### config.mk
export PLATFORM = sky130hd
export DESIGN_NAME = eight_bit_alu_with_status_flags_top_flat
export DESIGN_NICKNAME = d
export VERILOG_FILES = /design/src/rtl/ebalu_pkg.sv /design/src/rtl/ebalu_cmd_if.sv /design/src/rtl/ebalu_res_if.sv /design/src/rtl/ebalu_core.sv /design/src/rtl/eight_bit_alu_with_status_flags_top.sv /design/src/flat_wrapper.sv
export SDC_FILE = /design/constraint.sdc
export NUM_CORES = 1
export LEC_CHECK = 0
export BUFFER_PORTS_ARGS = -buffer_cell sky130_fd_sc_hd__buf_2
export CORE_MARGIN = 2
export CORE_UTILIZATION = 60
export CTS_BUF_LIST = sky130_fd_sc_hd__clkbuf_2 sky130_fd_sc_hd__clkbuf_4 sky130_fd_sc_hd__clkbuf_8
export DETAILED_ROUTE_END_ITERATION = 10
export PLACE_DENSITY = 0.92
export SLEW_MARGIN = 20
export SYNTH_ARGS = -nofsm -noshare
export SYNTH_HDL_FRONTEND = slang
export SYNTH_SLANG_ARGS = --single-unit
### constraint.sdc
create_clock -name clk -period 6.1 [get_ports clk]
set_clock_uncertainty 0.05 [all_clocks]
set_input_delay 0.915 -clock clk [delete_from_list [all_inputs] [get_ports clk]]
set_output_delay 0.915 -clock clk [all_outputs]
set_load 0.005 [all_outputs]
### src/rtl/ebalu_pkg.sv
// shared types and command codes for the eight-bit alu with status flags
package ebalu_pkg;

    localparam int unsigned ByteW = 8;
    localparam int unsigned WordW = 16;
    localparam int unsigned CmdW  = 4;
    localparam int unsigned ImmW  = 6;

    typedef enum logic [CmdW-1:0] {
        OP_ADD  = 4'd0,
        OP_ADC  = 4'd1,
        OP_SUB  = 4'd2,
        OP_SBC  = 4'd3,
        OP_CP   = 4'd4,
        OP_CPC  = 4'd5,
        OP_AND  = 4'd6,
        OP_OR   = 4'd7,
        OP_EOR  = 4'd8,
        OP_DEC  = 4'd9,
        OP_ADIW = 4'd10,
        OP_SBIW = 4'd11
    } alu_op_t;

    typedef struct packed {
        logic s;
        logic v;
        logic n;
        logic z;
        logic c;
    } flags_t;

    typedef struct packed {
        logic [CmdW-1:0]  command;
        logic [WordW-1:0] left_operand;
        logic [ByteW-1:0] right_operand;
    } request_t;

    typedef struct packed {
        logic [WordW-1:0] result;
        logic             write_back;
        flags_t           flags;
    } answer_t;

endpackage

### src/rtl/ebalu_cmd_if.sv
// request channel carrying one alu command and its operands
interface ebalu_cmd_if;
    import ebalu_pkg::*;

    logic             valid;
    logic             ready;
    logic [CmdW-1:0]  command;
    logic [WordW-1:0] left_operand;
    logic [ByteW-1:0] right_operand;

    modport source (output valid, output command, output left_operand,
                    output right_operand, input ready);
    modport sink   (input valid, input command, input left_operand,
                    input right_operand, output ready);
endinterface

### src/rtl/ebalu_res_if.sv
// result channel carrying the alu result and the new flags
interface ebalu_res_if;
    logic        valid;
    logic        ready;
    logic [15:0] result;
    logic        write_back;
    logic        carry_flag;
    logic        zero_flag;
    logic        negative_flag;
    logic        overflow_flag;
    logic        sign_flag;

    modport source (output valid, output result, output write_back,
                    output carry_flag, output zero_flag, output negative_flag,
                    output overflow_flag, output sign_flag, input ready);
    modport sink   (input valid, input result, input write_back,
                    input carry_flag, input zero_flag, input negative_flag,
                    input overflow_flag, input sign_flag, output ready);
endinterface

### src/rtl/ebalu_core.sv
// combinational alu datapath and flag logic for one request
module ebalu_core
    import ebalu_pkg::*;
(
    input  request_t req,
    input  flags_t   flags_old,
    output answer_t  ans
);

    logic [ByteW-1:0] d;
    logic [ByteW-1:0] r;
    logic [ByteW-1:0] res8;
    logic [WordW-1:0] res16;
    logic [WordW-1:0] k;
    logic             ci;
    logic             d7;
    logic             r7;
    logic             q7;
    logic             dh7;
    logic             q15;
    logic             c;
    logic             z;
    logic             n;
    logic             v;
    alu_op_t          op;

    assign d   = req.left_operand[ByteW-1:0];
    assign r   = req.right_operand;
    assign d7  = d[ByteW-1];
    assign r7  = r[ByteW-1];
    assign dh7 = req.left_operand[WordW-1];
    assign k   = {{(WordW-ImmW){1'b0}}, req.right_operand[ImmW-1:0]};
    assign op  = alu_op_t'(req.command);

    always_comb
    begin
        ci    = 1'b0;
        res8  = '0;
        res16 = '0;
        q7    = 1'b0;
        q15   = 1'b0;
        c     = flags_old.c;
        z     = flags_old.z;
        n     = flags_old.n;
        v     = flags_old.v;
        ans.write_back = 1'b1;
        ans.flags      = flags_old;
        unique case (op)
            OP_ADD, OP_ADC:
            begin
                ci    = (op == OP_ADC) ? flags_old.c : 1'b0;
                res8  = d + r + {{(ByteW-1){1'b0}}, ci};
                q7    = res8[ByteW-1];
                c     = (d7 & r7) | (r7 & ~q7) | (~q7 & d7);
                v     = (d7 & r7 & ~q7) | (~d7 & ~r7 & q7);
                z     = (res8 == '0);
                n     = q7;
                res16 = {{(WordW-ByteW){1'b0}}, res8};
            end
            OP_SUB, OP_SBC, OP_CP, OP_CPC:
            begin
                ci    = (op == OP_SBC || op == OP_CPC) ? flags_old.c : 1'b0;
                res8  = d - r - {{(ByteW-1){1'b0}}, ci};
                q7    = res8[ByteW-1];
                c     = (~d7 & r7) | (r7 & q7) | (q7 & ~d7);
                v     = (d7 & ~r7 & ~q7) | (~d7 & r7 & q7);
                z     = (res8 == '0) & ((op == OP_SBC || op == OP_CPC) ? flags_old.z : 1'b1);
                n     = q7;
                res16 = {{(WordW-ByteW){1'b0}}, res8};
                ans.write_back = ~(op == OP_CP || op == OP_CPC);
            end
            OP_AND, OP_OR, OP_EOR:
            begin
                if (op == OP_AND)
                begin
                    res8 = d & r;
                end
                else if (op == OP_OR)
                begin
                    res8 = d | r;
                end
                else
                begin
                    res8 = d ^ r;
                end
                c     = flags_old.c;
                z     = (res8 == '0);
                n     = res8[ByteW-1];
                v     = 1'b0;
                res16 = {{(WordW-ByteW){1'b0}}, res8};
            end
            OP_DEC:
            begin
                res8  = d - 8'd1;
                c     = flags_old.c;
                z     = (res8 == '0);
                n     = res8[ByteW-1];
                v     = (res8 == 8'h7f);
                res16 = {{(WordW-ByteW){1'b0}}, res8};
            end
            OP_ADIW, OP_SBIW:
            begin
                if (op == OP_ADIW)
                begin
                    res16 = req.left_operand + k;
                    q15   = res16[WordW-1];
                    v     = ~dh7 & q15;
                    c     = ~q15 & dh7;
                end
                else
                begin
                    res16 = req.left_operand - k;
                    q15   = res16[WordW-1];
                    v     = dh7 & ~q15;
                    c     = q15 & ~dh7;
                end
                z = (res16 == '0);
                n = q15;
            end
            default:
            begin
                ans.write_back = 1'b0;
            end
        endcase
        ans.result = res16;
        if (req.command <= CmdW'(OP_SBIW))
        begin
            ans.flags.c = c;
            ans.flags.z = z;
            ans.flags.n = n;
            ans.flags.v = v;
            ans.flags.s = n ^ v;
        end
    end

endmodule

### src/rtl/eight_bit_alu_with_status_flags_top.sv
// top level of the eight-bit alu: request stage, result stage and kept flags
//
//  channel  direction  payload                                        handshake
//  cmd      in         command, left_operand, right_operand           valid/ready
//  res      out        result, write_back, c/z/n/v/s flags            valid/ready
//
//  two register stages: request register, then result register
//  one request per cycle sustained while res is ready
//  the kept flags update as a request moves into the result register,
//  so the next request sees them with no bubble
//  rst_n clears both stage valids and all kept flags
//  a stalled result holds both stages; the request stage frees as results drain
module eight_bit_alu_with_status_flags_top
    import ebalu_pkg::*;
(
    input  logic        clk,
    input  logic        rst_n,
    ebalu_cmd_if.sink   cmd,
    ebalu_res_if.source res
);

    request_t req_reg;
    logic     req_valid_reg;
    answer_t  ans_reg;
    logic     ans_valid_reg;
    flags_t   flags_reg;
    answer_t  ans_next;
    logic     move;
    logic     take;

    assign move      = req_valid_reg && (!ans_valid_reg || res.ready);
    assign take      = cmd.valid && cmd.ready;
    assign cmd.ready = !req_valid_reg || move;

    ebalu_core u_core (
        .req       (req_reg),
        .flags_old (flags_reg),
        .ans       (ans_next)
    );

    always_ff @(posedge clk or negedge rst_n)
    begin
        if (!rst_n)
        begin
            req_valid_reg <= 1'b0;
            ans_valid_reg <= 1'b0;
            flags_reg     <= '0;
        end
        else
        begin
            if (cmd.ready)
            begin
                req_valid_reg <= cmd.valid;
            end
            if (!ans_valid_reg || res.ready)
            begin
                ans_valid_reg <= req_valid_reg;
            end
            if (move)
            begin
                flags_reg <= ans_next.flags;
            end
        end
    end

    always_ff @(posedge clk)
    begin
        if (take)
        begin
            req_reg.command       <= cmd.command;
            req_reg.left_operand  <= cmd.left_operand;
            req_reg.right_operand <= cmd.right_operand;
        end
        if (move)
        begin
            ans_reg <= ans_next;
        end
    end

    assign res.valid         = ans_valid_reg;
    assign res.result        = ans_reg.result;
    assign res.write_back    = ans_reg.write_back;
    assign res.carry_flag    = ans_reg.flags.c;
    assign res.zero_flag     = ans_reg.flags.z;
    assign res.negative_flag = ans_reg.flags.n;
    assign res.overflow_flag = ans_reg.flags.v;
    assign res.sign_flag     = ans_reg.flags.s;

    // delivered flags always match the kept flags after a move
    a_flags_track: assert property (@(posedge clk) disable iff (!rst_n)
        move |=> (ans_reg.flags == flags_reg))
        else $error("result flags differ from kept flags");

    // sign is negative xor overflow on every delivered result
    a_sign_rule: assert property (@(posedge clk) disable iff (!rst_n)
        res.valid |-> (res.sign_flag == (res.negative_flag ^ res.overflow_flag)))
        else $error("sign flag not n xor v");

    // kept flags change only when a request moves to the result stage
    a_flags_hold: assert property (@(posedge clk) disable iff (!rst_n)
        !move |=> $stable(flags_reg))
        else $error("kept flags changed without a move");

    // unknown commands leave the kept flags untouched
    a_unknown_hold: assert property (@(posedge clk) disable iff (!rst_n)
        (move && (req_reg.command > CmdW'(OP_SBIW))) |=> $stable(flags_reg))
        else $error("unknown command altered flags");

endmodule

### src/flat_wrapper.sv
// flat-port wrapper written by rule: the top's interface ports become plain ports
module eight_bit_alu_with_status_flags_top_flat import ebalu_pkg::*;
  (clk, rst_n, cmd_valid, cmd_command, cmd_left_operand, cmd_right_operand, cmd_ready, res_valid, res_result, res_write_back, res_carry_flag, res_zero_flag, res_negative_flag, res_overflow_flag, res_sign_flag, res_ready);
  ebalu_cmd_if cmd_i ();
  ebalu_res_if res_i ();
  input  logic clk;
  input  logic rst_n;
  input wire logic [$bits(cmd_i.valid)-1:0] cmd_valid;
  input wire logic [$bits(cmd_i.command)-1:0] cmd_command;
  input wire logic [$bits(cmd_i.left_operand)-1:0] cmd_left_operand;
  input wire logic [$bits(cmd_i.right_operand)-1:0] cmd_right_operand;
  output wire logic [$bits(cmd_i.ready)-1:0] cmd_ready;
  output wire logic [$bits(res_i.valid)-1:0] res_valid;
  output wire logic [$bits(res_i.result)-1:0] res_result;
  output wire logic [$bits(res_i.write_back)-1:0] res_write_back;
  output wire logic [$bits(res_i.carry_flag)-1:0] res_carry_flag;
  output wire logic [$bits(res_i.zero_flag)-1:0] res_zero_flag;
  output wire logic [$bits(res_i.negative_flag)-1:0] res_negative_flag;
  output wire logic [$bits(res_i.overflow_flag)-1:0] res_overflow_flag;
  output wire logic [$bits(res_i.sign_flag)-1:0] res_sign_flag;
  input wire logic [$bits(res_i.ready)-1:0] res_ready;
  assign cmd_i.valid = cmd_valid;
  assign cmd_i.command = cmd_command;
  assign cmd_i.left_operand = cmd_left_operand;
  assign cmd_i.right_operand = cmd_right_operand;
  assign cmd_ready = cmd_i.ready;
  assign res_valid = res_i.valid;
  assign res_result = res_i.result;
  assign res_write_back = res_i.write_back;
  assign res_carry_flag = res_i.carry_flag;
  assign res_zero_flag = res_i.zero_flag;
  assign res_negative_flag = res_i.negative_flag;
  assign res_overflow_flag = res_i.overflow_flag;
  assign res_sign_flag = res_i.sign_flag;
  assign res_i.ready = res_ready;
  eight_bit_alu_with_status_flags_top u_core (.clk(clk), .rst_n(rst_n), .cmd(cmd_i), .res(res_i));
endmodule
Yosys cells after proc, flatten, opt, wreduce, memory -nomap -nowiden. Cells that the tools add are included.

Register bits after elaboration: 57. Word-level logic and storage cells: 109. Output and inout port bits: 24. Input port bits: 32.

$lt $le $gt $ge: 1. Equality and inequality tests: 12. $add $sub $neg: 7. Muxes and demuxes: 18. Bitwise gates (word level): 35. Reductions and logical operators: 19.

Operators with widths (number): $pmux W16 S5 (1); $logic_not A8 Y1 (4); $mux W16 (2); $mux W8 (3); $and A1 B1 Y1 (17); $add A16 B6 Y16 (1); $eq A4 B3 Y1 const B (4); $eq A4 B4 Y1 const B (4); $logic_not A16 Y1 (1); $sub A16 B6 Y16 (1); $pmux W1 S5 (3); $add A8 B1 Y8 (1); $add A8 B8 Y8 (1); $and A8 B8 Y8 (1); $eq A4 B2 Y1 const B (2); $eq A8 B7 Y1 const B (1); $not A1 Y1 (8); $or A8 B8 Y8 (1); $reduce_or A8 Y1 (1); $sub A8 B1 Y8 (1); $sub A8 B1 Y8 const B (1); $sub A8 B8 Y8 (1); $xor A8 B8 Y8 (1); $mux W1 (6); 14 further kinds (25).

Depth between registers and ports, before layout.
Depth after elaboration: 10. Gate-level depth with buffers: 19. Mapped depth without buffers: 17.

Hierarchy. A second synthesis with hierarchy kept.

Cell total of the unflattened synthesis: 466. Area total of the unflattened synthesis: 4600.7 um^2.

By module, submodules not included: ebalu_core (cells an instance 397, instances 1, sequential area each 0.0 um^2, area each 2792.7 um^2); eight_bit_alu_with_status_flags_top (cells an instance 69, instances 1, sequential area each 1676.6 um^2, area each 1808.0 um^2).

Worst setup path before layout. OpenSTA, ideal clock, no wires.

Path kind: reg2reg. From: register u_core.req_reg[24] in the netlist's numbering. To: register u_core.ans_reg, in the netlist u_core.res.sign_flag, data pin. Arrival time: 3.633 ns. Setup slack: 2.149 ns. Buffers on the path: 3. Period minus slack after synthesis: 3.951 ns. Cell stages (with the launch flop): 14. Data required time: 5.782 ns. Setup time: 0.268 ns. Path through: edfxtp_1 clkbuf_1 buf_1 clkbuf_1 nand3_1 fa_1 ha_1 a211o_1 a21oi_1 o21bai_1 xnor2_1 mux2_2 a211oi_2 mux2i_1.

RTL lines: start: declaration (line eight_bit_alu_with_status_flags_top.sv:22) `request_t req_reg;`; end signal: assignment (line eight_bit_alu_with_status_flags_top.sv:76) `ans_reg <= ans_next;`; end: declaration (line eight_bit_alu_with_status_flags_top.sv:24) `answer_t ans_reg;`.

Worst setup path after layout.
From: register u_core.req_reg[25] in the netlist's numbering. To: register u_core.flags_reg[4] in the netlist's numbering.

Longest elaborated chain between the ends: 10. Elaborated cells on any way between the ends: 39. Classes of those cells: add/sub (2); order compare (1); eq/ne (11); mux (10); bitwise (9); reduce/logical (6).

RTL lines: $eq A4 B2 Y1 or $eq A4 B3 Y1 (tied branches) (line ebalu_core.sv:48, ebalu_core.sv:62); $logic_or A1 B1 Y1 (line ebalu_core.sv:62) `ci = (op == OP_SBC || op == OP_CPC) ? flags_old.c : 1'b0;`; $mux W1 (line ebalu_core.sv:62); $sub A8 B1 Y8 (line ebalu_core.sv:63) `res8 = d - r - {{(ByteW-1){1'b0}}, ci};`; $not A1 Y1 (line ebalu_core.sv:66) `v = (d7 & ~r7 & ~q7) | (~d7 & r7 & q7);`; $and A1 B1 Y1 (line ebalu_core.sv:66); $or A1 B1 Y1 (line ebalu_core.sv:66); $pmux W1 S5 (line ebalu_core.sv:48) `unique case (op)`; $xor A1 B1 Y1 (line ebalu_core.sv:132) `ans.flags.s = n ^ v;`; $mux W5 (*) (line ebalu_core.sv:126) `if (req.command <= CmdW'(OP_SBIW))`; end signal: assignment (line eight_bit_alu_with_status_flags_top.sv:61) `flags_reg <= ans_next.flags;`; end: declaration (line eight_bit_alu_with_status_flags_top.sv:26) `flags_t flags_reg;`.

Every way passes the cells marked *; elsewhere a longest branch is shown, timed or not. The select of a mux whose other input is x is not followed. A chain may end at the register's enable or synchronous reset.

==> metrics <==
Mean Syn Cell Area 9.30 um2; share of layout cells above drive strength 1 0.154; Seq/Total Area, Yosys 0.351; Cell Area, Synth 4780 um2; Worst EP required 6.28 ns; power density of the placed cells 228 nW/um2; Yosys warnings 0; Final WS setup 1.54 ns; count of cell types in the netlist 76; LEAKAGE 2.12 nW; Worst Tran Pin Value 1.05 ns; Max-Cap Viols 0; DRT iter0 DRCs 532; Hold/Removal Path Class input pin to async pin; Root Buffer clkbuf_8; GRT Util Overall 0.297; ys flop type edfxtp_1; CTS resizes 0; Post-synth EDFFs 50; Post-CTS Setup Bufs 0; IO Pins 56; status complete, no violations; first-pass GRT wire length 19600 um; CTS Hold Bufs 0; final worst-path cycle share 0.748; Peak VDD IR 0.0979 mV; area leader, netlist edfxtp_1; CTS H-tree depth 3; RD Place Congestion 1.12; RSZ-0062 raised after global routing false; HPWL Detailed 9530 um; drt via density 6.44; FP Rows 32; initial antenna violation count 0; async set-reset flop share out of synthesis 0.123; IO Port Bufs 55; Die Span X 93.3 um; post-place setup slack 1.63 ns; Max Root-Sink Buffers 2; Final #Nets 637; CORE AREA 7730 um2; Max-slew headroom 0.300; Remaining DRCs 0; Setup crit end kind flip-flop; routed vias 4263; Synth-to-Final Area Change 9.47%; number of global-route vias before repair 3924; Worst path most repeated cell xor2_1; Hold Vio Cnt, Final 0; DP Area 5050 um2; critical-path cell list xor2_1 -> nor2b_1 -> nand3_1 -> fa_1 -> ha_1 -> a211o_1 -> a21oi_1 -> o21bai_1 -> xnor2_1 -> mux2_2 -> a211oi_2 -> xor2_1 -> o21ai_0; drt pass-1 iters 6; Fin Setup TNS 0 ns; post-route ant nets 0; achievable frequency 0.219 GHz; CP Launch Type flip-flop; TritonCTS clock tree built; # diodes 0; post-layout util 0.677; crit-path max cell delay 0.74 ns; full die area 8700 um2; Crit Path Class flip-flop to flip-flop; max-slew violations 0; number of flip-flops under the largest register name 28; routed wire length per instance 19.0 um; synth top area cells edfxtp_1 31%, ha_1 11%, dfrtp_1 3.7%, nand2_1 3.3%, xnor2_1 3.3%; Cells after Synth 514; Die Y 93.3 um; total CTS buffers 9; synthesized netlist net count 596; Starting Density 0.619; clk slew on worst S/H paths 0.07 ns; Synth top area share 0.314; CTS Sinks 57; crit path DAT 4.74 ns; synthesized flop and latch total 57; commonest cells after routing, fill and taps aside 55 x buf_2, 50 x edfxtp_1, 43 x ha_1; final instance area 5230 um2; CP max FO 20; total wire length 12600 um; most common cell after layout, fill and taps aside buf_2; Critical-path top delay cell edfxtp_1; worst skew pair latency 0.36 ns; gr ovfl total 0; final worst path period need 4.56 ns; largest net degree at the start of global routing 32; Setup Viol. Count Final 0
cell usage after synthesis, types with 10 or more instances:
cell       n
ha_1      43
nor3_1    21
buf_2     11
nand3_1   18
xnor2_1   18
a21oi_1   27
inv_1     36
a211oi_1  10
nor2_1    33
edfxtp_1  50
nand2_1   42
o21ai_0   26
cell families (layout without fill, tap and decap cells):
family                     count (synthesis)  count (layout)  synth area share
muxes                                      6               6            0.0128
buffers and inverters                     63             109            0.0581
xor gates and xnor gates                  26              26            0.0476
AOI/OAI and AO/OA                        133             133             0.191
and+or+nand+nor                          179             179             0.198
DFF                                       57              57             0.351
adders and majority gates                 50              50             0.142
power breakdown:
| part | total (W) | internal (W) | switching, W |
|---|---|---|---|
| Sequential | 0.000515 | 0.000475 | 0.0000409 |
| Combinational | 0.000353 | 0.000142 | 0.000212 |
| Clock | 0.000327 | 0.000167 | 0.000160 |
| Total | 0.00120 | 0.000783 | 0.000412 |
area by class of cell:
class                      count  area [um2]
multi-input combinational    394        2830
fill                         651        2490
sequential                    57        1680
timing repair buffer          56         283
clock buffer                  11         151
inverter                      37         139
tap                          102         128
clock inverter                 5        30.0
worst max-delay path: cells and delay by family, from the launching register on:
kind	cells	cell delay [ns]
AOI/OAI and AO/OA	5	1.06
adders and majority gates	2	0.81
xor gates and xnor gates	3	0.75
DFF	1	0.74
and+or+nand+nor	2	0.64
muxes	1	0.39
through the flow:
step | hold WS (ns) | std cells | power [W]
floorplan | 0.400 | 514 | 0.000758
global placement | 0.415 | 646 | 0.000848
detailed placement | 0.436 | 646 | 0.000863
CTS | 0.339 | 662 | 0.00119
global route | 0.347 | 662 | 0.00125
finish | 0.329 | 662 | 0.00120
worst paths after layout:
kind                       cells past startpoint            startpoint              endpoint  slack [ns]
setup reg to reg                              13    u_core.req_reg[25]   u_core.flags_reg[4]        1.54
setup / recovery                              13    u_core.req_reg[25]   u_core.flags_reg[4]        1.54
hold reg to reg                                1  u_core.req_valid_reg      u_core.res.valid        0.45
max in group asynchronous                      1                 rst_n   u_core.flags_reg[1]        5.51
hold / removal                                 1                 rst_n  u_core.req_valid_reg        0.33
min in group clk                               1  u_core.req_valid_reg      u_core.res.valid        0.45
layer usage:
layer  track usage  vias up  routed length (um)  share of wire
met5             0        -                   0              0
met4         0.115        0                 259          0.021
met3        0.0532       24                1180          0.094
met1         0.390     1984                5150           0.41
li1              -     1988                   -              -
met2         0.489      267                6010           0.48
No activity file was read; power rests on OpenSTA's default activity.
